[config.mk]
export PLATFORM = sky130hd
export DESIGN_NAME = path_rtt_monitor
export DESIGN_NICKNAME = d
export VERILOG_FILES = /design/src/rtl/prm_pkg.sv /design/src/rtl/prm_ctrl.sv /design/src/rtl/prm_dp.sv /design/src/rtl/path_rtt_monitor.sv
export SDC_FILE = /design/constraint.sdc
export NUM_CORES = 2
export LEC_CHECK = 0
export ABC_AREA = 1
export BUFFER_PORTS_ARGS = -buffer_cell sky130_fd_sc_hd__buf_2
export CORE_MARGIN = 3
export CORE_UTILIZATION = 25
export CTS_CLUSTER_SIZE = 25
export DETAILED_ROUTE_END_ITERATION = 10
export GPL_ROUTABILITY_DRIVEN = 1
export GPL_TIMING_DRIVEN = 0
export PLACE_DENSITY = 0.43
export SYNTH_ARGS = -nofsm -noshare
export SYNTH_HDL_FRONTEND = slang
export SYNTH_SLANG_ARGS = --single-unit
[constraint.sdc]
create_clock -name clk -period 27.2 [get_ports clk]
set_input_delay 2.72 -clock clk [delete_from_list [all_inputs] [get_ports clk]]
set_output_delay 2.72 -clock clk [all_outputs]
set_load 0.05 [all_outputs]
[src/rtl/prm_pkg.sv]
// prm_pkg: shared types and constants for the path rtt monitor
// used by prm_ctrl, prm_dp and path_rtt_monitor; no dependencies
`timescale 1ns / 1ps

package prm_pkg;

  localparam int unsigned DW = 32;
  localparam int unsigned IW = 16;
  localparam int unsigned IN_TDATA_W = 64;
  localparam int unsigned OUT_TDATA_W = 192;
  localparam int unsigned DIV_CNT_W = 5;

  localparam logic CMD_SAMPLE = 1'b0;
  localparam logic CMD_BEAT   = 1'b1;

  localparam logic [DW-1:0] RTT_MIN_SAMPLE = 32'd5;
  localparam logic [DW-1:0] RTT_FLOOR      = 32'd10;
  localparam logic [DW-1:0] VAR_RESET      = 32'd5;
  localparam logic [IW-1:0] INTERVAL_RESET = 16'd1000;

  typedef struct packed {
    logic load_in;
    logic clamp;
    logic upd1;
    logic upd2;
    logic beat;
    logic div_step;
    logic load_out;
  } prm_cmd_t;

  typedef struct packed {
    logic need_div;
  } prm_stat_t;

endpackage

[src/rtl/prm_ctrl.sv]
// prm_ctrl: sequencer for the path rtt monitor
// drives prm_dp through prm_pkg::prm_cmd_t, owns the input and output handshakes
`timescale 1ns / 1ps

module prm_ctrl (
  input  logic              clk,
  input  logic              rst_n,
  input  logic              in_tvalid,
  input  logic              in_kind,
  output logic              in_tready,
  output logic              out_tvalid,
  input  logic              out_tready,
  input  prm_pkg::prm_stat_t stat,
  output prm_pkg::prm_cmd_t  cmd
);

  localparam logic [2:0] S_IDLE  = 3'd0;
  localparam logic [2:0] S_CLAMP = 3'd1;
  localparam logic [2:0] S_UPD1  = 3'd2;
  localparam logic [2:0] S_UPD2  = 3'd3;
  localparam logic [2:0] S_BEAT  = 3'd4;
  localparam logic [2:0] S_DIV   = 3'd5;
  localparam logic [2:0] S_DONE  = 3'd6;

  logic [2:0]                   state_r, state_nxt;
  logic [prm_pkg::DIV_CNT_W-1:0] div_cnt_r, div_cnt_nxt;
  logic                         out_valid_r, out_valid_nxt;
  logic                         slot_free;

  assign slot_free  = !out_valid_r || out_tready;
  assign in_tready  = (state_r == S_IDLE);
  assign out_tvalid = out_valid_r;

  always_comb begin
    state_nxt   = state_r;
    div_cnt_nxt = div_cnt_r;
    cmd         = '0;
    unique case (state_r)
      S_IDLE: begin
        if (in_tvalid) begin
          cmd.load_in = 1'b1;
          state_nxt   = (in_kind == prm_pkg::CMD_BEAT) ? S_BEAT : S_CLAMP;
        end
      end
      S_CLAMP: begin
        cmd.clamp = 1'b1;
        state_nxt = S_UPD1;
      end
      S_UPD1: begin
        cmd.upd1  = 1'b1;
        state_nxt = S_UPD2;
      end
      S_UPD2: begin
        cmd.upd2    = 1'b1;
        div_cnt_nxt = '0;
        state_nxt   = stat.need_div ? S_DIV : S_DONE;
      end
      S_BEAT: begin
        cmd.beat  = 1'b1;
        state_nxt = S_DONE;
      end
      S_DIV: begin
        cmd.div_step = 1'b1;
        div_cnt_nxt  = div_cnt_r + 1'b1;
        if (div_cnt_r == '1) begin
          state_nxt = S_DONE;
        end
      end
      S_DONE: begin
        if (slot_free) begin
          cmd.load_out = 1'b1;
          state_nxt    = S_IDLE;
        end
      end
      default: state_nxt = S_IDLE;
    endcase
  end

  always_comb begin
    out_valid_nxt = out_valid_r;
    if (cmd.load_out) begin
      out_valid_nxt = 1'b1;
    end else if (out_tready) begin
      out_valid_nxt = 1'b0;
    end
  end

  always_ff @(posedge clk) begin
    if (!rst_n) begin
      state_r     <= S_IDLE;
      div_cnt_r   <= '0;
      out_valid_r <= 1'b0;
    end else begin
      state_r     <= state_nxt;
      div_cnt_r   <= div_cnt_nxt;
      out_valid_r <= out_valid_nxt;
    end
  end

endmodule

[src/rtl/prm_dp.sv]
// prm_dp: rtt estimator state, serial average divider and result register
// steered by prm_ctrl; types and constants from prm_pkg
`timescale 1ns / 1ps

module prm_dp (
  input  logic                               clk,
  input  logic                               rst_n,
  input  prm_pkg::prm_cmd_t                  cmd,
  output prm_pkg::prm_stat_t                 stat,
  input  logic                               cfg_we,
  input  logic [prm_pkg::IW-1:0]             cfg_data,
  input  logic                               in_kind,
  input  logic [prm_pkg::IN_TDATA_W-1:0]     in_data,
  output logic [1:0]                         out_flags,
  output logic [prm_pkg::OUT_TDATA_W-1:0]    out_data
);

  localparam int unsigned DW = prm_pkg::DW;

  logic [prm_pkg::IW-1:0] interval_r;
  logic          kind_r;
  logic [DW-1:0] sample_r, now_r, kept_r, diff_r;
  logic [DW-1:0] cur_r, var_r, min_r, count_r, total_r, largest_r, last_r, pings_r;
  logic [DW-1:0] rem_r, quo_r;
  logic          ping_flag_r, valid_flag_r;
  logic [1:0]    out_flags_r;
  logic [prm_pkg::OUT_TDATA_W-1:0] out_data_r;

  logic [DW-1:0] var_sum, var_new, cur_new, count_inc, total_inc, elapsed;
  logic [DW:0]   div_shift, div_trial;
  logic [DW-1:0] avg_out, max_out;

  assign var_sum   = {var_r[DW-2:0], 1'b0} + var_r + diff_r;
  assign var_new   = {2'b00, var_sum[DW-1:2]};
  assign cur_new   = (kept_r < prm_pkg::RTT_FLOOR) ? prm_pkg::RTT_FLOOR : kept_r;
  assign count_inc = count_r + 1'b1;
  assign total_inc = total_r + cur_r;
  assign elapsed   = now_r - last_r;
  assign div_shift = {rem_r, quo_r[DW-1]};
  assign div_trial = div_shift - {1'b0, count_r};

  // first sample and wrapped count skip the divider
  assign stat.need_div = (count_r != '0) && (count_inc != '0);

  assign avg_out = (kind_r == prm_pkg::CMD_BEAT) ? '0 : quo_r;
  assign max_out = (kind_r == prm_pkg::CMD_BEAT) ? '0 : largest_r;

  always_ff @(posedge clk) begin
    if (!rst_n) begin
      interval_r <= prm_pkg::INTERVAL_RESET;
      cur_r      <= '0;
      var_r      <= prm_pkg::VAR_RESET;
      min_r      <= '0;
      count_r    <= '0;
      total_r    <= '0;
      largest_r  <= '0;
      last_r     <= '0;
      pings_r    <= '0;
    end else begin
      if (cfg_we) begin
        interval_r <= cfg_data;
      end
      if (cmd.upd1) begin
        if (min_r == '0 || kept_r < min_r) begin
          min_r <= kept_r;
        end
        cur_r   <= cur_new;
        last_r  <= now_r;
        pings_r <= '0;
      end
      if (cmd.upd2) begin
        var_r <= (var_new < prm_pkg::RTT_FLOOR) ? prm_pkg::RTT_FLOOR : var_new;
        if (count_r == '0) begin
          count_r   <= {{(DW-1){1'b0}}, 1'b1};
          total_r   <= cur_r;
          largest_r <= cur_r;
        end else begin
          count_r <= count_inc;
          total_r <= total_inc;
          if (cur_r > largest_r) begin
            largest_r <= cur_r;
          end
        end
      end
      if (cmd.beat) begin
        if (last_r != '0 && elapsed > {{(DW-prm_pkg::IW){1'b0}}, interval_r}) begin
          last_r  <= now_r;
          pings_r <= pings_r + 1'b1;
        end
      end
    end
  end

  // payload registers
  always_ff @(posedge clk) begin
    if (cmd.load_in) begin
      kind_r   <= in_kind;
      sample_r <= in_data[DW-1:0];
      now_r    <= in_data[2*DW-1:DW];
    end
    if (cmd.clamp) begin
      kept_r <= (sample_r > prm_pkg::RTT_MIN_SAMPLE) ? sample_r : prm_pkg::RTT_MIN_SAMPLE;
    end
    if (cmd.upd1) begin
      diff_r       <= (cur_r > kept_r) ? (cur_r - kept_r) : (kept_r - cur_r);
      ping_flag_r  <= 1'b0;
      valid_flag_r <= 1'b1;
    end
    if (cmd.upd2) begin
      rem_r <= '0;
      if (count_r == '0) begin
        quo_r <= cur_r;
      end else if (count_inc == '0) begin
        quo_r <= '1;
      end else begin
        quo_r <= total_inc;
      end
    end
    if (cmd.beat) begin
      valid_flag_r <= 1'b0;
      ping_flag_r  <= (last_r != '0) &&
                      (elapsed > {{(DW-prm_pkg::IW){1'b0}}, interval_r});
    end
    // restoring division, one quotient bit per step
    if (cmd.div_step) begin
      if (!div_trial[DW]) begin
        rem_r <= div_trial[DW-1:0];
        quo_r <= {quo_r[DW-2:0], 1'b1};
      end else begin
        rem_r <= div_shift[DW-1:0];
        quo_r <= {quo_r[DW-2:0], 1'b0};
      end
    end
    if (cmd.load_out) begin
      out_flags_r <= {valid_flag_r, ping_flag_r};
      out_data_r  <= {pings_r, min_r, var_r, cur_r, max_out, avg_out};
    end
  end

  assign out_flags = out_flags_r;
  assign out_data  = out_data_r;

endmodule

[src/rtl/path_rtt_monitor.sv]
// path_rtt_monitor: round-trip time tracker for one network path, top level
// flow: an rtt sample is clamped, updated in the UPD1 and UPD2 steps and, but for the first
// sample or a wrapped count, sent through the serial average divider; a heartbeat has a beat step
// throughput: one item at a time, next item taken the cycle after the result
// enters the output register; cfg writes taken every cycle
// reset: synchronous active-low rst_n restores all tracking state and the interval 1000
`timescale 1ns / 1ps

module path_rtt_monitor (
  input  logic                            clk,
  input  logic                            rst_n,
  input  logic                            in_tvalid,
  output logic                            in_tready,
  input  logic [prm_pkg::IN_TDATA_W-1:0]  in_tdata,   // rtt_sample, now_ms
  input  logic                            in_tuser,   // command
  output logic                            out_tvalid,
  input  logic                            out_tready,
  output logic [prm_pkg::OUT_TDATA_W-1:0] out_tdata,  // report_average, report_max,
                                                      // smoothed_rtt, rtt_variation,
                                                      // min_rtt, ping_count
  output logic [1:0]                      out_tuser,  // ping_request, report_valid
  input  logic                            cfg_valid,
  output logic                            cfg_ready,
  input  logic [prm_pkg::IW-1:0]          cfg_data    // heartbeat interval in ms
);

  prm_pkg::prm_cmd_t  cmd;
  prm_pkg::prm_stat_t stat;

  assign cfg_ready = 1'b1;

  prm_ctrl u_ctrl (
    .clk        (clk),
    .rst_n      (rst_n),
    .in_tvalid  (in_tvalid),
    .in_kind    (in_tuser),
    .in_tready  (in_tready),
    .out_tvalid (out_tvalid),
    .out_tready (out_tready),
    .stat       (stat),
    .cmd        (cmd)
  );

  prm_dp u_dp (
    .clk       (clk),
    .rst_n     (rst_n),
    .cmd       (cmd),
    .stat      (stat),
    .cfg_we    (cfg_valid && cfg_ready),
    .cfg_data  (cfg_data),
    .in_kind   (in_tuser),
    .in_data   (in_tdata),
    .out_flags (out_tuser),
    .out_data  (out_tdata)
  );

  // a result never both requests a ping and reports
  a_flags_excl: assert property (@(posedge clk) disable iff (!rst_n)
    out_tvalid |-> !(out_tuser[0] && out_tuser[1]))
    else $error("ping request and report in one result");

  // a report carries floored rtt and variation
  a_report_floor: assert property (@(posedge clk) disable iff (!rst_n)
    (out_tvalid && out_tuser[1]) |->
      (out_tdata[95:64] >= prm_pkg::RTT_FLOOR) && (out_tdata[127:96] >= prm_pkg::RTT_FLOOR))
    else $error("report below floor");

  // minimum never exceeds the smoothed rtt
  a_min_le_cur: assert property (@(posedge clk) disable iff (!rst_n)
    out_tvalid |-> (out_tdata[159:128] <= out_tdata[95:64]))
    else $error("min rtt above smoothed rtt");

  // no new item while a result is being formed
  a_busy: assert property (@(posedge clk) disable iff (!rst_n)
    (in_tvalid && in_tready) |=> !in_tready)
    else $error("item accepted while busy");

endmodule

==> qor.yml <==
worst_setup_path:
  rr_worst_depth: 26
  path_class: "primary input to flip-flop"
  critical_path_buf_inv_count: 4
  slowest_delay_ps: 930
  path_cells: "clkbuf_1 > inv_2 > clkbuf_1 > clkbuf_1 > a21oi_1"
  slowest_stage: "clkbuf_1"
  crit_required_ps: 27730
  worstReg2RegStart: "u_dp.now_r[0]"
  crit_start: "rst_n"
  arrival_ps: 5710
  r2r_end: "u_dp.last_r[17]"
  crit_path_end_kind: "flip-flop"
  r2r_slack_ps: 22950
  crit_top_cell: "clkbuf_1"
  worst_setup_path_start_kind: "primary input"
  worstPathMaxFanout: 11
  cpLargestDelayFamily: "buffers and inverters"
synth:
  syn_area_sq_mm: 0.03998
  synth_cell_types: 67
  syn_area_per_cell_sq_um: 8.059
  async_reset_ff_share_pct: 0
  ys_seq_elements: 666
  synth_edf_count: 386
  ys_dominant_reg_cell: "edfxtp_1"
  yosysSeqAreaShare_pct: 43.01
  syn_inst: 4961
  yosysWarnings: 0
min_path:
  hold_path.class: "flip-flop to flip-flop"
  hold_depth: 0
  holdPathEnd: "u_dp.out_flags[0]"
  min-delay-start: "u_dp.ping_flag_r"
clock_network:
  postCtsSetupBuffers: 0
  hold_buffers: 0
  cts-root-buf: "clkbuf_16"
  cts_tree: "built"
  clkSlewWorstSetupHoldPaths_ps: 60
  htree_num_levels: 3
  ctsLongestPathBuffers: 3
  clk_latency_ps: 710
  numCtsBuffers: 82
  clkSinkCount: 666
  post_cts_resized: 0
cells_and_area:
  nets: 5760
  finalNonFillerCells: 7514
  drive_gt1_share_pct: 11.35
  fillers: 17240
  stdcell_area_sq_mm: 0.04724
  utilization_pct: 29.79
  syn2layout_area_growth_pct: 18.14
timing:
  finalSetupTns_ps: 0
  final.min_clock_period_ps: 5187
  rsz0062_at_grt: "false"
  setup_slack_ps: 22010
  slew_viol_final: 0
  whs_ps: 424.7
  finalSetupViolCount: 0
  tightestPinTransition_ps: 1484
  finalClockSkew_ps: 32.94
  clock.fmax_ghz: 0.1928
  max_slew_margin_pct: 1.066
  finalHoldViolCount: 0
  finalCritPeriodShare_pct: 19.07
routing:
  wirelength_microns: 150400
  vias: 34900
  first_pass_iters: 6
  drc_errors: 0
  drt-wirelength-per-cell_microns: 20.02
  antenna_left: 0
  dr.first_iter.drc_count: 2371
  avgViaCountPerCell: 4.645
placement:
  dp_hpwl_microns: 121000
  dp_cells: 7356
  globalplace.congestion: 0.9276
  dpl_cell_area_sq_mm: 0.04440
  io_buffers: 278
  place_ws_ps: 21300
die:
  die_w_microns: 405.9
  coreArea_sq_mm: 0.1586
  die-area_sq_mm: 0.1648
  rows: 146
  dieHeight_microns: 405.9
  start_util_pct: 25.22
  io_pins: 283
power_and_ir_drop:
  p_leak_nw: 20.19
  p_per_area_mw_per_mm2: 105.5
  design_power_total_mw: 4.984
  ir_drop_uv: 58.56
grt:
  antenna_found_initial: 21
  grt_max_degree: 62
  grt_pass1_wl_microns: 219600
  overflow: 0
  track_usage_pct: 17.88
  grt_pass1_vias: 33940
run_status:
  status: "completed"
run:
  drv.max_cap_violation_count: 0
## worst reg2reg max path, stage by stage, from the launching register on
cell      delay (ps)
edfxtp_1         360
inv_1             70
ha_1             210
fa_1             440
inv_1            120
nand2_1           60
nand3_1          130
nand2_1           80
nand2_1          200
xor2_1           110
ha_1             300
nand2_1           60
nor2_1           200
nand2_1           70
nor2_1           150
nand3_1          100
nand2_1          120
nand3_1           90
nor2_1            90
nand2_1           90
nor2_1           200
nand2_1          110
nand3_2          160
inv_2            140
buf_2            230
o21ai_0          190
nor2_1            50
## kinds of logic (layout without fill, tap and decap cells)
logic type,Yosys count,after routing,synth area share (%)
muxes,8,8,0.2003
DFF,666,666,43.01
adders and majority gates,306,306,10.23
and+or+nand+nor,1992,1992,20.87
buffers and inverters,829,1305,8.133
xor gates and xnor gates,177,177,3.896
AOI/OAI and AO/OA,981,981,13.63
other,2,7,0.01878
## power by group
group	total, mW	internal (mW)	switching (mW)
sequential	1.57	1.32	0.248
combinational	2.26	0.746	1.51
clock	1.16	0.682	0.473
total	4.98	2.75	2.24
## cell usage after synthesis, types with 34 or more instances
cell / n / area [sq um]
edfxtp_1: 386 / 11590
nor3_1: 56 / 280.3
clkbuf_1: 126 / 473.0
nand2_1: 1008 / 3784
xor2_1: 110 / 963.4
a21oi_1: 428 / 2142
nor4_1: 47 / 294.0
inv_2: 34 / 127.6
fa_1: 35 / 700.7
nor2_1: 572 / 2147
xnor2_1: 66 / 578.1
inv_1: 619 / 2323
o21ai_0: 375 / 1877
ha_1: 271 / 3391
nand3_1: 186 / 930.9
nand4_1: 56 / 350.3
dfxtp_1: 280 / 5605
## worst max-delay path by stage
stage	to	slack [ps]	depth (start not counted)
finish	u_dp.count_r[1]	22010	5
global route	u_dp.last_r[31]	21950	5
CTS	u_dp.count_r[1]	22060	5
detailed placement	u_dp.count_r[1]	21300	5
global placement	u_dp.out_data[123]	-7830	3
floorplan	u_dp.out_data[0]	5210	2
## state kept, by name, summed over array words and instances, names as in the netlist, 2 cells and up
name / flops
u_dp.interval_r: 16
u_dp.kept_r: 32
u_dp.min_r: 32
u_ctrl.state_r: 3
u_dp.cur_r: 32
u_dp.var_r: 30
u_dp.out_data: 190
u_dp.now_r: 32
u_dp.last_r: 32
u_dp.count_r: 32
u_dp.quo_r: 32
u_dp.sample_r: 32
u_dp.largest_r: 32
u_ctrl.div_cnt_r: 5
u_dp.out_flags: 2
u_dp.rem_r: 32
u_dp.pings_r: 32
u_dp.diff_r: 32
u_dp.total_r: 32
## cells in the final DEF (no fill, tap or decap), drive strengths merged, types with 35 or more instances in the layout
master	count
buf	364
ha	271
xnor2	66
nor3	62
nor2	586
inv	661
nand4	57
a21oi	428
clkbuf	239
fa	35
nand3	191
edfxtp	386
nor4	48
nand2	1017
dfxtp	280
xor2	111
o21ai	395
## per-layer routing
metal  routed length (microns)  GRT usage [%]
met5                         0              0
met4                      4049          5.043
met3                      8639          3.138
met2                     68570          29.14
met1                     69140          24.25
## final cells by class
cell class                      instances  area (sq um)  share of cell area [%]
Buffer                                174         793.3                   1.679
Timing Repair Buffer                  322          1774                   3.756
Sequential cell                       666         17200                   36.41
Clock buffer                          107          2236                   4.734
Tap cell                             2072          2592                   5.488
Clock inverter                         47         590.6                   1.250
Antenna cell                            4         10.01                 0.02119
Inverter                              655          2461                   5.210
Multi-Input combinational cell       3467         19580                   41.45
Note: power is estimated with default switching activity, not from simulation.
